### config.mk
export PLATFORM = sky130hd
export DESIGN_NAME = mhtq_level_cell
export DESIGN_NICKNAME = d
export VERILOG_FILES = /design/src/rtl/mhtq_pkg.sv /design/src/rtl/mhtq_level_cell.sv
export SDC_FILE = /design/constraint.sdc
export NUM_CORES = 1
export LEC_CHECK = 0
export BUFFER_PORTS_ARGS = -buffer_cell sky130_fd_sc_hd__buf_2
export CORE_MARGIN = 1.5
export CORE_UTILIZATION = 42
export CTS_CLUSTER_SIZE = 20
export DETAILED_ROUTE_END_ITERATION = 10
export PLACE_DENSITY = 0.84
export SLEW_MARGIN = 20
export SYNTH_ARGS = -nofsm -noshare
export SYNTH_HDL_FRONTEND = slang
export SYNTH_SLANG_ARGS = --single-unit
### constraint.sdc
create_clock -name clk -period 1.85 [get_ports clk]
set_input_delay 0.0925 -clock clk [delete_from_list [all_inputs] [get_ports clk]]
set_output_delay 0.0925 -clock clk [all_outputs]
set_load 0.02 [all_outputs]
### src/rtl/mhtq_pkg.sv
`default_nettype none
package mhtq_pkg;

    // input commands (s_tuser)
    localparam logic [1:0] CMD_ADD    = 2'd0;
    localparam logic [1:0] CMD_CANCEL = 2'd1;
    localparam logic [1:0] CMD_TICK   = 2'd2;

    // result status codes (m_tuser)
    localparam logic [2:0] ST_NONE   = 3'd0;
    localparam logic [2:0] ST_FIRED  = 3'd1;
    localparam logic [2:0] ST_CANCEL = 3'd2;
    localparam logic [2:0] ST_FULL   = 3'd3;
    localparam logic [2:0] ST_OK     = 3'd4;

    localparam int ID_BITS   = 10;
    localparam int LVL_BITS  = 3;   // heap levels 0..6 at most
    localparam int PAIR_BITS = 5;   // sibling pairs per level, 32 at most

    // write command broadcast along the row of level cells
    typedef struct packed {
        logic                 en;
        logic [LVL_BITS-1:0]  lvl;
        logic [PAIR_BITS-1:0] pair;
        logic                 side;
    } cell_wr_t;

endpackage
`default_nettype wire

### src/rtl/mhtq_level_cell.sv
`default_nettype none
// One heap level: entries stored as sibling pairs, {right, left}.
module mhtq_level_cell #(
    parameter int LEVEL = 0,
    parameter int EW    = 42,
    parameter int PAIRS = 1
) (
    input  wire logic                           clk,
    input  wire mhtq_pkg::cell_wr_t             wr,
    input  wire logic [EW-1:0]                  wr_data,
    input  wire logic [mhtq_pkg::PAIR_BITS-1:0] rd_pair,
    output logic      [2*EW-1:0]                rd_word
);

    logic [2*EW-1:0] words [PAIRS];
    logic            hit;

    assign hit = wr.en && (wr.lvl == mhtq_pkg::LVL_BITS'(LEVEL));

    generate
        if (PAIRS == 1)
        begin : g_one
            always_ff @(posedge clk)
            begin
                if (hit)
                begin
                    if (wr.side)
                        words[0][2*EW-1:EW] <= wr_data;
                    else
                        words[0][EW-1:0] <= wr_data;
                end
            end
            assign rd_word = words[0];
        end
        else
        begin : g_many
            localparam int AW = $clog2(PAIRS);
            always_ff @(posedge clk)
            begin
                if (hit)
                begin
                    if (wr.side)
                        words[wr.pair[AW-1:0]][2*EW-1:EW] <= wr_data;
                    else
                        words[wr.pair[AW-1:0]][EW-1:0] <= wr_data;
                end
            end
            assign rd_word = words[rd_pair[AW-1:0]];
        end
    endgenerate

endmodule
`default_nettype wire

# Yosys cells after proc, flatten, opt, wreduce, memory -nomap -nowiden
# Memories as Yosys holds them, arrays and structs flattened.
# Cells that the tools add are included.
[totals]
reg_bits = 0
out_inout_bits = 84
elab_cells = 12
ram_bits = 84
memories = 1
input_bits = 58
[op_classes]
reduce_logical = 3
muxes = 8
[mem_list]
columns = ["memory", "words", "word_bits", "read_ports", "rd_ports_with_merged_regs", "write_ports", "line", "rtl"]
rows = [
  ["words", 1, 84, 1, 0, 1, "mhtq_level_cell.sv:15", "logic [2*EW-1:0] words [PAIRS];"],
]
[op_table]
columns = ["operator", "count"]
rows = [
  ["$mux 84", 1],
  ["$reduce_or 84->1", 1],
  ["$mux 1", 6],
  ["$logic_not 3->1", 1],
  ["$mux 2", 1],
  ["$logic_and 1x1->1", 1],
]

# Depth between registers and ports, before layout
# Gate-level depths: netlist of run 1.
[depth]
ltp_word = 6
ltp_mapped = 4
mapped_depth_nobuf = 2

# Worst setup path after synthesis of run 1
# No wires, ideal clock.
[synth_timing]
path_kind = "input to register"
startpoint = "input wr[7] in the netlist's numbering"
endpoint = "memory words[0][42] in the netlist's numbering (enable)"
setup_ps = 404
arrival_time_ps = 1560
setup_slack_ps = -114
path_buffers = 1
path_stages = 3
path_cell_list = "nor3_4 buf_6 and3_1"
[synth_between]
elab_chain_cells = 6
word_cells_on_any_way = 8
cone_classes = "mux: 5; reduce/logical: 3"
[synth_lines]
columns = ["item", "line", "rtl"]
rows = [
  ["start, declared", "mhtq_level_cell.sv:9", "input wire mhtq_pkg::cell_wr_t wr,"],
  ["$logic_not 3->1 (*)", "mhtq_level_cell.sv:18", "assign hit = wr.en && (wr.lvl == mhtq_pkg::LVL_BITS'(LEVEL));"],
  ["$logic_and 1x1->1 (*)", "mhtq_level_cell.sv:18", ""],
  ["$mux 1", "mhtq_level_cell.sv:25", "if (hit)"],
  ["$mux 1 (implied by the code)", "mhtq_level_cell.sv:30", "words[0][EW-1:0] <= wr_data;"],
  ["$reduce_or 84->1 (no source line)", "n/a", ""],
  ["$mux 2 (no source line) (*)", "n/a", ""],
  ["end, declared", "mhtq_level_cell.sv:15", ""],
]
# Every way passes the cells marked *; elsewhere a longest branch is shown, timed or not.

# Final worst setup path of run 1
[layout_timing]
startpoint = "memory words[0][7] in the netlist's numbering"
endpoint = "output rd_word[7]"
[layout_between]
elab_chain_cells = 1
[layout_lines]
columns = ["item", "line", "rtl"]
rows = [
  ["$mem_v2 1x84", "n/a", ""],
  ["end, declared", "mhtq_level_cell.sv:12", "output logic [2*EW-1:0] rd_word"],
]
# Every way passes these cells.

==> out/metrics.yaml, run 1 <==
p_per_area_nw_per_um2: 879.6
drt_first_pass_iters: 4
overflow: 0
io_pins: 142
nets: 379
num_antenna_cells: 0
fin_setup_tns_ns: 0
via_per_inst: 4.812
gp_congestion: 0.7311
fmax_ghz: 1.004
cp.arrival_ns: 0.90
core.rowCount: 31
drv_cap: 0
setup_viol_count_final: 0
vdd_drop_max_mv: 0.5330
place_hpwl_um: 4475
met2_length_um: 3382
status: "finished, final reports clean"
max_slew_margin_pct: 76.99
layout_min_cycle_time_ns: 0.9964
leakage_nw: 1.647
drt-wirelength-per-cell_um: 15.15
vias: 2045
grt_pass1_vias: 2106
h-tree-depth: 3
post-cts-setup-buffers: 0
ys_seq_area_share_pct: 77.15
met1Wirelength_um: 2535
fin_crit_sh_pct: 53.86
largest_register_ffs: 84
antenna_found_initial: 0
power_frac_comb_pct: 6.4
cts.sinks: 84
initial_utilization_pct: 44.13
hold_path_class: "input port to flip-flop"
holdPathEnd: "words[0][11]"
hold_violations: 0
grt_pass1_wl_um: 10050
seq_power_share_pct: 57.2
tightest_slew_ns: 0.3451
cp_num_buf_inv: 1
area_growth_pct: 29.28
ant_nets: 0
fillers: 642
cp_slowest_cell: "edfxtp_1"
grt_setup_unrepaired: "no"
top_register: "words"
final_core_util_pct: 57.05
routed-wl-met3_um: 443
io_buffers: 131
routed.top_layer: "met4"
holdBufCountCts: 0
avgSynthCellArea_um2: 17.21
pwr-share-clk_pct: 36.4
drc: 0
ys_seq_elements: 84
syn_area_um2: 3269
fin_cells: 425
critPathMaxFanout: 1
ctsResizeCount: 0
clk_pin_slew_ns: 0.08
grtUsageTotal_pct: 15.80
drive_gt1_share_pct: 48.47
critPathLaunchType: "flip-flop"
dp_cells: 409
p_int_w: 0.002963
fp.dieArea_um2: 8323
fp.dieW_um: 91.23
endpoint_kind: "output port"
ys_types: 13
final_cell_mix: "buf_2, edfxtp_1, and3_1"
drt-total-wl_um: 6440
numCtsBuffers: 9
cts_tree: "built"
cts-root-buf: "clkbuf_8"
max_stage_delay_ns: 0.39
die_h_um: 91.23
yosys_warnings: 0
synthCells: 190
critical_path.top_delay_family: "flip-flops"
min_from: "wr_data[11]"
reg.largest.list: "words x84"
grt_max_degree: 47
worstSetupPathType: "flip-flop to output port"
layout_commonest_cell: "buf_2"
slew_viol_final: 0
drt_iter0_drc: 70
power.switching_w: 0.0007543
clockBufferDepth: 2
syn-num-nets: 248
cp_cell_sequence: "buf_2"
holdPathStages: 2
switching_share_pct: 20.29
worst_ep_required_time_ns: 1.76
core_area_um2: 7408
logic make-up (layout without fill, tap and decap cells):
group | Yosys count | count (layout) | share of synthesized area (%)
flip-flops | 84 | 84 | 77.15
buffers and inverters | 18 | 154 | 3.674
AO/OA/AOI/OAI | 42 | 42 | 9.644
AND/OR/NAND/NOR | 46 | 46 | 9.529
Yosys cell counts (all sizes together):
cell / n / area, um2
clkbuf: 10 / 46.29
nor3: 1 / 16.27
a21boi: 42 / 315.3
nor2b: 1 / 13.76
and2: 1 / 7.510
buf: 8 / 73.82
and3: 43 / 274.0
edfxtp: 84 / 2522
final cells by class:
| cell class | count | area, um2 | area share (%) |
|---|---|---|---|
| Multi-Input combinational cell | 88 | 628.1 | 14.86 |
| Sequential cell | 84 | 2522 | 59.68 |
| Timing Repair Buffer | 138 | 745.7 | 17.64 |
| Clock buffer | 10 | 127.6 | 3.020 |
| Tap cell | 99 | 123.9 | 2.931 |
| Clock inverter | 6 | 78.83 | 1.865 |
stage by stage:
step | area [um2] | hold WS, ns | total power [W] | worst slack, ns
after floorplan | 3271 | 0.3154 | 0.002308 | 0.3302
after global placement | 4020 | 0.4042 | 0.002401 | 0.5256
after detailed placement | 4020 | 0.4097 | 0.002413 | 0.5067
after CTS | 4227 | 0.05236 | 0.003757 | 0.8273
after global routing | 4227 | 0.05807 | 0.003844 | 0.8124
final | 4227 | 0.06707 | 0.003718 | 0.8536
worst max path at each step:
| stage | from | end | slack, ns | cells after the start |
|---|---|---|---|---|
| 3_3_place_gp | wr[7] | words[0][5] | 0.53 | 4 |
| 2_1_floorplan | wr[7] | words[0][0] | 0.33 | 3 |
| 5_1_grt | wr[7] | words[0][2] | 0.81 | 4 |
| 4_1_cts | words[0][7] | rd_word[7] | 0.83 | 1 |
| 3_5_place_dp | wr[7] | words[0][41] | 0.51 | 4 |
| 6_report | words[0][7] | rd_word[7] | 0.85 | 1 |
power groups by stage:
stage          combinational [W]  sequential, W  clock, W
5_1_grt                 0.000262        0.00213   0.00145
6_report                0.000239        0.00213   0.00135
3_5_place_dp            0.000243        0.00217         0
4_1_cts                 0.000242        0.00213   0.00139
3_3_place_gp            0.000233        0.00217         0
2_1_floorplan          0.0000934        0.00221         0
routing by layer:
layer	global-route usage [%]	up-vias
met5	0	-
met4	5.859	0
met3	4.606	9
met2	27.99	79
met1	17.98	967
li1	-	990
Note: power is estimated with default switching activity, not from simulation.
==> run 2, diff against run 1 <==
--- a/config.mk
+++ b/config.mk
@@ -5,12 +5,13 @@
 export SDC_FILE = /design/constraint.sdc
 export NUM_CORES = 1
 export LEC_CHECK = 0
+export ABC_AREA = 1
 export BUFFER_PORTS_ARGS = -buffer_cell sky130_fd_sc_hd__buf_2
 export CORE_MARGIN = 1.5
-export CORE_UTILIZATION = 42
+export CORE_UTILIZATION = 43
 export CTS_CLUSTER_SIZE = 20
 export DETAILED_ROUTE_END_ITERATION = 10
-export PLACE_DENSITY = 0.84
+export PLACE_DENSITY = 0.85
 export SLEW_MARGIN = 20
 export SYNTH_ARGS = -nofsm -noshare
 export SYNTH_HDL_FRONTEND = slang
==> constraint.sdc (replaced) <==
create_clock -name clk -period 0.9 [get_ports clk]
set_input_delay 0.045 -clock clk [delete_from_list [all_inputs] [get_ports clk]]
set_output_delay 0.045 -clock clk [all_outputs]
set_load 0.02 [all_outputs]
==> run 2 against run 1 <==
  * The flow now finishes with violations (setup timing)
  * Sequential power rose by 110%
  * Design area rose by 24%
  * Area after synthesis rose by 2.9%
  * Sequential cell count did not move
  * Final cell count rose by 33%
  * Global-route usage rose by 1.7 points
  * Clock-buffer cell count rose by 1
  * Routed wire length rose by 14%
  * First-iteration DRC count rose by 60%
==> out/metrics.yaml, run 2 <==
status: "finished with violations"
violations: "setup timing"
final_core_util_pct: 68.67  # +12 points
grt_setup_unrepaired: "yes"
io_buffers: 131  # unchanged
drt_iter0_drc: 112  # +60%
synth_top_area_cell: "edfxtp_1"
yosys_warnings: 0  # unchanged
io_pins: 142  # unchanged
fmax_ghz: 1.037
top_register: "words"
cts.sinks: 84  # unchanged
syn-num-nets: 327  # +32%
synth-adder-area-share_pct: 0  # unchanged
critPathLaunchType: "flip-flop"
nets: 516  # +36%
tightest_slew_ns: 0.2311  # -0.1140 ns
syn_area_um2: 3363  # +2.9%
max_stage_delay_ns: 0.43  # +0.04 ns
synth.most_common_cell: "inv_1"
ys_seq_area_share_pct: 75.00  # -2.2 points
hold_path_class: "input port to flip-flop"
grt_pass1_vias: 2386  # +13%
cp_num_buf_inv: 1  # unchanged
ys_types: 9  # -4
numCtsBuffers: 9  # unchanged
num_antenna_cells: 0  # unchanged
startpoint: "words[0][10]"
clk_pin_slew_ns: 0.08  # about the same
synth_common_cells: "inv_1, edfxtp_1, nand2_1"
critPathMaxFanout: 1  # unchanged
avgSynthCellArea_um2: 12.50  # -27%
drc: 0  # unchanged
final_cell_mix: "inv_1, edfxtp_1, buf_2"
place_hpwl_um: 4652  # +4.0%
via_per_inst: 4.252  # -12%
grt_max_degree: 48  # +2.1%
fin_crit_sh_pct: 107.2
worstSetupPathType: "flip-flop to output port"
cp.depth: 1  # unchanged
cts_tree: "built"
synth_top_area_share_pct: 75.00  # -2.2 points
overflow: 0  # unchanged
setup_viol_count_final: 79  # +79
reg.largest.list: "words x84"
grt_pass1_wl_um: 10820  # +7.6%
grtUsageTotal_pct: 17.51  # +1.7 points
muxShareOfSynthArea_pct: 0  # unchanged
hold_violations: 0  # unchanged
core_area_um2: 7647  # +3.2%
vdd_drop_max_mv: 0.7889  # +48%
endpoint_kind: "output port"
synth_simple_gate_area_share_pct: 12.95  # +3.4 points
antenna_found_initial: 0  # unchanged
synth_flop_cell: "edfxtp_1"
vias: 2398  # +17%
timing.hold.ws_ns: 0.3217  # +0.2546 ns
ys_seq_elements: 84  # unchanged
synth_compound_area_share_pct: 0  # -9.6 points
area_growth_pct: 56.14
cp_slowest_cell: "edfxtp_1"
slew_viol_final: 0  # unchanged
max_slew_margin_pct: 84.60  # +7.6 points
fin_ws_ns: -0.06475  # -0.9184 ns
cp-endpoint: "rd_word[10]"
h-tree-depth: 3  # unchanged
core.rowCount: 32  # +3.2%
fp.dieW_um: 91.44  # +0.23%
ys_top_cells_by_area: "edfxtp_1, inv_1, nor2_2, nand2_1, buf_6"
regArea_um2: 2522  # unchanged
p_per_area_nw_per_um2: 1452  # +65%
async_flop_share_pct: 0  # unchanged
clockBufferDepth: 2  # unchanged
synth-edff-count: 84  # unchanged
cts-root-buf: "clkbuf_8"
leakage_nw: 2.361  # +43%
synth_xor_area_share_pct: 0  # unchanged
critical_path.top_delay_family: "flip-flops"
worst_ep_required_time_ns: 0.85  # -0.91 ns
gp_congestion: 0.7256  # -0.75%
drt-total-wl_um: 7372  # +14%
fillers: 557  # -13%
synthCells: 269  # +42%
ant_nets: 0  # unchanged
cp_cell_sequence: "buf_6"
multiInputGateArea_um2: 462.9  # -26%
die_h_um: 91.44  # +0.23%
post-place-ws_ns: -0.2726  # -0.7793 ns
largest_register_ffs: 84  # unchanged
fp.dieArea_um2: 8361  # +0.46%
cp.arrival_ns: 0.92  # +0.02 ns
layout_min_cycle_time_ns: 0.9648
synth_top_family_by_area: "simple AND/OR/NAND/NOR gates"
drt-wirelength-per-cell_um: 13.07  # -14%
drt_first_pass_iters: 4  # unchanged
initial_utilization_pct: 43.98  # -0.15 points
drive_gt1_share_pct: 44.16  # -4.3 points
drv_cap: 0  # unchanged
run 2: changes by cell type after synthesis, moves of 3 or more:
cell      change
clkbuf_2      -7
and3_1       -39
nand2_1      +43
nor2_2       +40
and3_2        -4
inv_1        +87
a21boi_0     -32
nor2_1        +5
clkbuf_1      -3
a21boi_1     -10
run 2: layout make-up:
class / instances / share of cell area [%]
clock inverter: 4 / 0.9769
inverter: 87 / 6.528
tap: 102 / 2.430
clock buffer: 11 / 2.502
timing repair buffer: 187 / 30.71
multi-input combinational: 89 / 8.816
sequential: 84 / 48.03
run 2: worst min path at each step:
stage / from / end / slack, ns / depth (start not counted)
after floorplan: wr_data[0] / words[0][42] / 0.22 / 2
after global placement: wr_data[9] / words[0][51] / 0.32 / 3
after detailed placement: wr_data[38] / words[0][80] / 0.32 / 3
after CTS: wr[6] / words[0][66] / 0.30 / 5
after global routing: wr[6] / words[0][48] / 0.31 / 5
final: wr[6] / words[0][50] / 0.32 / 5
run 2: per-layer routing:
metal  vias up  global-route usage, %  share of wire, %
met5         -                      0                 0
met4         0                  8.073               2.2
met3        16                  4.941               5.0
met2        88                  34.08                58
met1      1115                  16.59                35
li1       1179                      -                 -
run 2: per-stage QoR:
step	instances	instance area, um2	total power [W]	TNS (ns)
5_1_grt	564	5251	0.007890	-5.752
3_3_place_gp	507	4304	0.004979	-29.46
4_1_cts	564	5014	0.007635	-3.331
3_5_place_dp	507	4304	0.005002	-34.22
2_1_floorplan	269	3407	0.004749	-40.75
6_report	564	5251	0.007627	-1.942
run 2: kinds of logic after synthesis:
| logic type | count (synthesis) |
|---|---|
| DFF | 84 |
| buffers and inverters | 96 |
| and+or+nand+nor | 89 |
run 2: where the power goes:
part | internal [W] | total [W] | switching, W
Clock | 0.00127 | 0.00251 | 0.00124
Sequential | 0.00436 | 0.00439 | 0.0000298
Combinational | 0.000376 | 0.000734 | 0.000358
Total | 0.00600 | 0.00763 | 0.00162
run 2: timing repair:
| action | 4_1_cts | 5_1_grt |
|---|---|---|
| endpoints found under the setup margin | 84 | 84 |
| setup buffers | 0 | 0 |
| resized for setup | 34 | 76 |
| hold buffers | 42 | 0 |
| hold endpoints to repair | 42 | 0 |
==> run 3, diff against run 2 <==
--- a/config.mk
+++ b/config.mk
@@ -6,7 +6,7 @@
 export NUM_CORES = 1
 export LEC_CHECK = 0
 export ABC_AREA = 1
-export BUFFER_PORTS_ARGS = -buffer_cell sky130_fd_sc_hd__buf_2
+export BUFFER_PORTS_ARGS = -buffer_cell sky130_fd_sc_hd__buf_4
 export CORE_MARGIN = 1.5
 export CORE_UTILIZATION = 43
 export CTS_CLUSTER_SIZE = 20
==> run 3 against run 2 <==
  * Clock-buffer cell count did not move
  * Worst setup slack worse by 0.018 ns
  * Via count is 1.5% higher
  * Sequential power is essentially flat
  * Utilization is 3.4 points higher
  * Critical endpoint is now rd_word[33]
  * Design area increased by 4.9%
  * The run still ends with setup timing left
  * Final cell count unchanged
  * Maximum frequency fell by 1.9%
  * Combinational power is 13% higher
  * Total power fell by 1.9%
  * Sequential share of layout area decreased by 2.2 points
  * Non-clock buffer count down 1
==> out/metrics.yaml, run 3 (synthesis results as in run 2) <==
worst_ep_required_time_ns: 0.85  # about the same
slew_viol_final: 0  # unchanged
total_power_w: 0.007480  # -1.9%
critPathMaxFanout: 1  # unchanged
drt-wirelength-per-cell_um: 14.00  # +7.1%
clockBufferDepth: 2  # unchanged
violations: "setup timing"
num_antenna_cells: 0  # unchanged
critical_path.top_delay_family: "flip-flops"
timing.hold.ws_ns: 0.3015  # -0.02015 ns
grt_pass1_wl_um: 12060  # +11%
nets: 515  # -0.19%
numCtsBuffers: 9  # unchanged
grt_pass1_vias: 2489  # +4.3%
via_per_inst: 4.316  # +1.5%
tightest_slew_ns: 0.1914  # -0.03962 ns
cts.sinks: 84  # unchanged
setup_viol_count_final: 79  # unchanged
core.rowCount: 32  # unchanged
cts-root-buf: "clkbuf_8"
cp.arrival_ns: 0.94  # +0.02 ns
drt_first_pass_iters: 4  # unchanged
layout_min_cycle_time_ns: 0.9831  # +0.01834 ns
fmax_ghz: 1.017  # -1.9%
largest_register_ffs: 84  # unchanged
cp_slowest_cell: "edfxtp_1"
vdd_drop_max_mv: 0.8161  # +3.4%
area_growth_pct: 63.76
overflow: 0  # unchanged
worstSetupPathType: "flip-flop to output port"
clk_pin_slew_ns: 0.08  # about the same
drt-total-wl_um: 7898  # +7.1%
post-cts-setup-buffers: 0  # unchanged
initial_utilization_pct: 43.98  # unchanged
grtUsageTotal_pct: 19.34  # +1.8 points
die_h_um: 91.44  # unchanged
max_stage_delay_ns: 0.44  # about the same
hold_path_class: "input port to flip-flop"
grt_max_degree: 38  # -21%
drv_cap: 0  # unchanged
ant_nets: 0  # unchanged
grt_setup_unrepaired: "yes"
antenna_found_initial: 0  # unchanged
leakage_nw: 2.463  # +4.3%
hold_violations: 0  # unchanged
core_area_um2: 7647  # unchanged
post-place-ws_ns: -0.2284  # +0.04420 ns
fp.dieW_um: 91.44  # unchanged
cp_num_buf_inv: 1  # unchanged
reg.largest.list: "words x84"
cts_tree: "built"
io_pins: 142  # unchanged
p_per_area_nw_per_um2: 1358  # -6.5%
vias: 2434  # +1.5%
fin_crit_sh_pct: 109.2  # +2.0 points
drt_iter0_drc: 86  # -23%
max_slew_margin_pct: 87.24  # +2.6 points
gp_congestion: 0.7180  # -1.0%
fp.dieArea_um2: 8361  # unchanged
final_cell_mix: "inv_1, buf_6, edfxtp_1"
drive_gt1_share_pct: 43.94  # -0.22 points
place_hpwl_um: 4772  # +2.6%
cp_cell_sequence: "buf_6"
status: "finished with violations"
endpoint_kind: "output port"
top_register: "words"
critPathLaunchType: "flip-flop"
h-tree-depth: 3  # unchanged
fin_ws_ns: -0.08309  # -0.01834 ns
io_buffers: 131  # unchanged
final_core_util_pct: 72.02  # +3.4 points
drc: 0  # unchanged
## run 3: final cells by class
type,count,area (um2)
repair buffers,186,1892
multi-input cells,89,462.9
clock buffers,11,131.4
inverters,87,342.8
well taps,102,127.6
flip-flops and latches,84,2522
fillers,521,2140
clock inverters,5,28.78
## run 3: final timing paths
check,startpoint,end,slack (ns),cells past startpoint
worst min-delay path,wr[6],words[0][52],0.30,5
worst max-delay path,words[0][33],rd_word[33],-0.08,1
## run 3: stage by stage
step,cell area [um2],setup TNS (ns),instances
after floorplan,3407,-40.75,269
after global placement,4612,-21.39,506
after detailed placement,4612,-26.60,506
after CTS,5478,-3.485,564
after global routing,5508,-5.127,564
final,5508,-1.932,564
## run 3: power breakdown
group / internal, W / switching [W]
clock network: 0.000986 / 0.00127
logic: 0.000457 / 0.000371
registers: 0.00436 / 0.0000344
## run 3: repair_timing
item / in CTS / in global routing
endpoints found under the setup margin: 84 / 84
resized for setup: 76 / 8
hold buffers: 42 / 0
hold endpoints to repair: 54 / 0
## run 3: metal layers
metal  track usage [%]  wire length [um]  vias up  share of wire (%)
met4             7.813               138        0                1.7
met1             19.94              2812     1138                 36
met3             4.858               398       14                5.0
li1                  -                 -     1180                  -
met5                 0                 0        -                  0
met2             36.82              4548      102                 58
## run 3: worst min-delay path, delay by kind of cell
family | cells | cell delay (ns)
buffers and inverters | 2 | 0.23
and+or+nand+nor | 3 | 0.19
